==> config.mk <==
export PLATFORM = sky130hd
export DESIGN_NAME = sbc_sqrt
export DESIGN_NICKNAME = d
export VERILOG_FILES = /design/src/hw/rtl/sbc_pkg.sv /design/src/hw/rtl/sbc_sqrt.sv
export SDC_FILE = /design/constraint.sdc
export NUM_CORES = 2
export LEC_CHECK = 0
export BUFFER_PORTS_ARGS = -buffer_cell sky130_fd_sc_hd__buf_2
export CAP_MARGIN = 20
export CORE_MARGIN = 5
export CORE_UTILIZATION = 50
export CTS_CLUSTER_DIAMETER = 50
export DETAILED_ROUTE_END_ITERATION = 8
export GPL_TIMING_DRIVEN = 0
export PLACE_DENSITY = 0.65
export SETUP_SLACK_MARGIN = 0.2
export SLEW_MARGIN = 40
export SYNTH_ARGS = -nofsm -noshare
export SYNTH_HDL_FRONTEND = slang
export SYNTH_SLANG_ARGS = --single-unit
==> constraint.sdc <==
create_clock -name clock -period 21 [get_ports clock]
set_input_delay 2.1 -clock clock [delete_from_list [all_inputs] [get_ports clock]]
set_output_delay 2.1 -clock clock [all_outputs]
set_load 0.01 [all_outputs]
==> src/hw/rtl/sbc_pkg.sv <==
// ----------------------------------------------------------------------------
// sbc_pkg
// Types and constants shared by the sphere/box collision pipeline.
// ----------------------------------------------------------------------------
package sbc_pkg;

   localparam int COORD_W   = 32;               // Q16.16 coordinate
   localparam int RADIUS_W  = 31;               // unsigned Q15.16 radius
   localparam int OFF_W     = COORD_W + 1;      // exact signed offset
   localparam int SQ_W      = 2 * COORD_W + 1;  // square of an offset magnitude
   localparam int SUM_W     = SQ_W + 1;         // sum of three squares
   localparam int ROOT_W    = 34;               // floor square root of the sum
   localparam int QUO_W     = 32;               // push quotient magnitude
   localparam int PROD_W    = 2 * QUO_W;        // offset times distance magnitude
   localparam int SQRT_STEP = 2;                // root bits per pipeline stage
   localparam int DIV_STEP  = 2;                // quotient bits per pipeline stage

   localparam logic signed [COORD_W-1:0] SAT_MAX = {1'b0, {(COORD_W-1){1'b1}}};

   typedef struct packed {
      logic signed [COORD_W-1:0]  sphere_x;
      logic signed [COORD_W-1:0]  sphere_y;
      logic signed [COORD_W-1:0]  sphere_z;
      logic        [RADIUS_W-1:0] sphere_radius;
      logic signed [COORD_W-1:0]  box_min_x;
      logic signed [COORD_W-1:0]  box_min_y;
      logic signed [COORD_W-1:0]  box_min_z;
      logic signed [COORD_W-1:0]  box_max_x;
      logic signed [COORD_W-1:0]  box_max_y;
      logic signed [COORD_W-1:0]  box_max_z;
   } req_payload_type;

   typedef struct packed {
      logic                      collided;
      logic signed [COORD_W-1:0] signed_distance;
      logic signed [COORD_W-1:0] push_x;
      logic signed [COORD_W-1:0] push_y;
      logic signed [COORD_W-1:0] push_z;
   } rsp_payload_type;

endpackage

==> src/hw/rtl/sbc_sqrt.sv <==
// ----------------------------------------------------------------------------
// sbc_sqrt
// Pipelined floor square root, Step root bits per stage, with sideband.
// ----------------------------------------------------------------------------
module sbc_sqrt import sbc_pkg::*; #(
   parameter int RootW = ROOT_W,
   parameter int Step  = SQRT_STEP,
   parameter int SideW = 1
) (
   input  logic               clock,
   input  logic               reset,
   input  logic               en,
   input  logic               in_vld,
   input  logic [2*RootW-1:0] in_rad,
   input  logic [SideW-1:0]   in_side,
   output logic               out_vld,
   output logic [RootW-1:0]   out_root,
   output logic [SideW-1:0]   out_side
);

   localparam int Stages = RootW / Step;
   localparam int RadW   = 2 * RootW;
   localparam int RemW   = RootW + 4;

   logic               vld_s  [Stages+1];
   logic [RadW-1:0]    rad_s  [Stages+1];
   logic [RemW-1:0]    rem_s  [Stages+1];
   logic [RootW-1:0]   root_s [Stages+1];
   logic [SideW-1:0]   side_s [Stages+1];

   assign vld_s[0]  = in_vld;
   assign rad_s[0]  = in_rad;
   assign rem_s[0]  = '0;
   assign root_s[0] = '0;
   assign side_s[0] = in_side;

   for (genvar g = 0; g < Stages; g++) begin : g_stage
      logic             vld_ff;
      logic [RadW-1:0]  rad_ff,  rad_in;
      logic [RemW-1:0]  rem_ff,  rem_in;
      logic [RootW-1:0] root_ff, root_in;
      logic [SideW-1:0] side_ff;

      // restoring digit recurrence, two radicand bits per root bit
      always_comb begin
         logic [RemW-1:0]  r;
         logic [RemW-1:0]  trial;
         logic [RootW-1:0] q;
         logic [RadW-1:0]  d;
         r = rem_s[g];
         q = root_s[g];
         d = rad_s[g];
         for (int k = 0; k < Step; k++) begin
            r     = {r[RemW-3:0], d[RadW-1 -: 2]};
            d     = {d[RadW-3:0], 2'b00};
            trial = {{(RemW-RootW-2){1'b0}}, q, 2'b01};
            if (r >= trial) begin
               r = r - trial;
               q = {q[RootW-2:0], 1'b1};
            end else begin
               q = {q[RootW-2:0], 1'b0};
            end
         end
         rem_in  = r;
         root_in = q;
         rad_in  = d;
      end

      always_ff @(posedge clock) begin
         if (reset) begin
            vld_ff <= 1'b0;
         end else if (en) begin
            vld_ff <= vld_s[g];
         end
      end

      always_ff @(posedge clock) begin
         if (en) begin
            rad_ff  <= rad_in;
            rem_ff  <= rem_in;
            root_ff <= root_in;
            side_ff <= side_s[g];
         end
      end

      assign vld_s[g+1]  = vld_ff;
      assign rad_s[g+1]  = rad_ff;
      assign rem_s[g+1]  = rem_ff;
      assign root_s[g+1] = root_ff;
      assign side_s[g+1] = side_ff;
   end

   assign out_vld  = vld_s[Stages];
   assign out_root = root_s[Stages];
   assign out_side = side_s[Stages];

endmodule

==> flow_metrics.tcl <==
set metrics [dict create \
    cp_slowest_stage_delay_ps 820 \
    clock_latency_ps 830 \
    synth_edf_count 1418 \
    ys_warn_count 0 \
    cpMostUsedCell "a21oi_1" \
    cts_tree "yes" \
    dr.first_iter.drc_count 5826 \
    maxSlewHeadroom 0.342 \
    antenna_cells 0 \
    vias 72900 \
    num-nets-final 10300 \
    synth_area_sq_um 94200 \
    ys_async_sr_fraction 0 \
    drive_gt1_frac 0.0727 \
    cts_root_buffer "clkbuf_16" \
    worst-path-buf-inv 7 \
    yosysUniqueCellTypes 115 \
    clkSinkCount 1435 \
    row_count 159 \
    drtAntennaViolNets 0 \
    rsz0062_at_grt "false" \
    cp-start-kind "flip-flop" \
    fillCellCount 16600 \
    cts_buffers 170 \
    placed_cells 11900 \
    antenna_found_initial 6 \
    cap_violations 0 \
    fin_hold_ws_ps 401 \
    vdd_ir_drop_max_mv 0.113 \
    crit_family "compound AO/OA/AOI/OAI gates" \
    endpoint_kind "flip-flop" \
    drc_errors 0 \
    gp_congestion 0.948 \
    cts_hold_buf 0 \
    clockBufferDepth 3 \
    synth_flop_cell "edfxtp_1" \
    port_buffers 107 \
    fin_crit_sh 0.463 \
    setup_viol 0 \
    timing.final.crit_period_ps 9710 \
    final-hold-violation-count 0 \
    arrival_ps 10230 \
    ff_latch_area_sq_um 42900 \
    worstPathMaxFanout 10 \
    die_x_microns 444 \
    power_mw 13.2 \
    die_h_microns 444 \
    routed_wl_microns 258000 \
    viasPerCell 5.95 \
    finalMaxSlewViolations 0 \
    dp_hpwl_microns 204000 \
    grt-ovfl-total 0 \
    ios 109 \
    power_density_nw_per_um2 127 \
    cp.required_ps 21510 \
    grt_pass1_vias 70000 \
    core_area_sq_um 188000 \
    fmax_mhz 103 \
    grt_usage 0.253 \
    synth-seq-cells 1435 \
    instances_no_fill 12300 \
    multiInputGateArea_sq_um 48300 \
    cts-resized-gates 0 \
    tightest_slew_ps 981 \
    yosysSeqAreaShare 0.456 \
    syn_area_per_cell_sq_um 10.1 \
    die-area_sq_um 197000 \
    synthCells 9330 \
    grt_pass1_wl_microns 397000 \
    grt_max_degree 119 \
    skew_ps 27.5 \
    worst-setup-path-type "reg -> reg" \
    path_clk_slew_ps 60 \
    status "finished, final reports clean" \
    start_util 0.502 \
    htree_num_levels 4 \
    detail_route.wl_per_cell_microns 21.0 \
    p_leak_nw 40.4 \
    hold_path.class "reg -> reg" \
    synthToLayoutAreaGrowth_pct 10.4 \
    dr.pass1.iters 6 \
    postCtsSetupBuffers 0 \
    crit_path_top_delay_cell "a2111oi_0" \
]
## flip-flops by register name (all words and copies together) (netlist names)
register         flops
out_root            34
g_stage.rad_ff     544
g_stage.root_ff    272
g_stage.side_ff     16
out_vld              1
g_stage.rem_ff     551
out_side             1
g_stage.vld_ff      16
## Yosys cell counts, types with 34 or more instances
cell type  instances  share of area
o21ai_0          457          0.024
a31oi_1           71         0.0047
a21o_1           320          0.026
mux2_2           128          0.015
and3_1            92         0.0061
nand2_1          701          0.028
a211oi_1          57         0.0045
clkbuf_1         205         0.0082
o21bai_1          82         0.0065
ha_1             627          0.083
a21oi_1          763          0.041
o31ai_1           82         0.0065
nand2b_1         101         0.0067
nor2_1           794          0.032
nor3_1           227          0.012
or3_1             84         0.0056
nand3_1          211          0.011
o21a_1           114         0.0091
or2_2             61         0.0041
inv_1            511          0.020
a211o_1           36         0.0033
nor3b_1           38         0.0030
nor4b_1           34         0.0032
nor4_1           124         0.0082
xor2_1           305          0.028
or4_1             70         0.0056
and4_1            35         0.0033
xnor2_1          580          0.054
nand4_1          148         0.0098
nor2b_1           85         0.0056
edfxtp_1        1418           0.45
mux2i_1           44         0.0047
and2_1            84         0.0056
o211ai_1          75         0.0060
## where the power goes
part | total [mW] | internal (mW) | switching, mW
Sequential | 4.19 | 3.83 | 0.363
Combinational | 6.12 | 2.48 | 3.64
Clock | 2.90 | 1.68 | 1.21
Total | 13.2 | 7.98 | 5.22
## per-layer routing
layer | share of wire | GRT usage
met1 | 0.43 | 0.333
met2 | 0.49 | 0.444
met3 | 0.048 | 0.0290
met4 | 0.026 | 0.0705
met5 | 0.000050 | 0
## metrics by stage
| step | area, sq um | setup TNS, ps | util | worst slack, ps |
|---|---|---|---|---|
| final | 104000 | 0 | 0.554 | 11290 |
| after global routing | 104000 | 0 | 0.554 | 11030 |
| after CTS | 104000 | 0 | 0.554 | 11460 |
| after detailed placement | 98300 | 0 | 0.524 | 11560 |
| after global placement | 97800 | -4853460 | 0.522 | -3770 |
| after floorplan | 94200 | 0 | - | 14420 |
## layout by cell type (no fill, tap or decap), types with 44 or more instances in the layout
cell type / count
or2_2: 61
a21oi_1: 763
nor3_1: 225
or3_1: 84
nor2b_1: 85
nand2_1: 701
mux2i_1: 44
a21o_1: 320
nor4_1: 122
or4_1: 70
o211ai_1: 75
o21ai_0: 457
inv_1: 511
ha_1: 627
nand3_1: 211
buf_2: 136
nor2_1: 794
nand2b_1: 101
nand4_1: 148
a211oi_1: 56
clkbuf_1: 231
and2_1: 84
o31ai_1: 81
clkbuf_16: 170
and3_1: 92
a31oi_1: 70
xor2_1: 305
mux2_2: 128
o21bai_1: 82
o21a_1: 114
edfxtp_1: 1418
xnor2_1: 580
## worst paths after layout
check,start,to,slack (ps),cells after the start
max,g_stage[13].root_ff[15],g_stage[14].rem_ff[3],11290,27
min,g_stage[8].rad_ff[42],g_stage[9].rad_ff[46],400,0
max reg2reg,g_stage[13].root_ff[15],g_stage[14].rem_ff[3],11290,27
min reg2reg,g_stage[8].rad_ff[42],g_stage[9].rad_ff[46],400,0
## worst reg2reg max path: cells and delay by family (launching register included)
kind	cells	cell delay, ps
AOI/OAI and AO/OA	13	3580
adders and majority gates	2	640
buffers and inverters	7	3350
DFF	1	470
and+or+nand+nor	5	1370
## kinds of logic (layout without fill, tap and decap cells)
| kind of cell | after synthesis | count (layout) | synth area share |
|---|---|---|---|
| adder cells (fa/ha/maj) | 627 | 627 | 0.0833 |
| AND/OR/NAND/NOR | 3012 | 3012 | 0.162 |
| XOR/XNOR | 885 | 885 | 0.0823 |
| buffers and inverters | 788 | 1219 | 0.0323 |
| multiplexers | 176 | 176 | 0.0205 |
| flip-flops | 1435 | 1435 | 0.456 |
| AO/OA/AOI/OAI | 2406 | 2406 | 0.164 |
| other | 1 | 3 | 0.0000398 |
## final cells by class
class | count | share of cell area
repair buffers | 122 | 0.00888
flip-flops and latches | 1435 | 0.413
multi-input cells | 7109 | 0.465
clock buffers | 198 | 0.0421
well taps | 2495 | 0.0300
inverters | 522 | 0.0190
clock inverters | 111 | 0.0121
plain buffers | 266 | 0.0103
No activity file was read; power rests on OpenSTA's default activity.
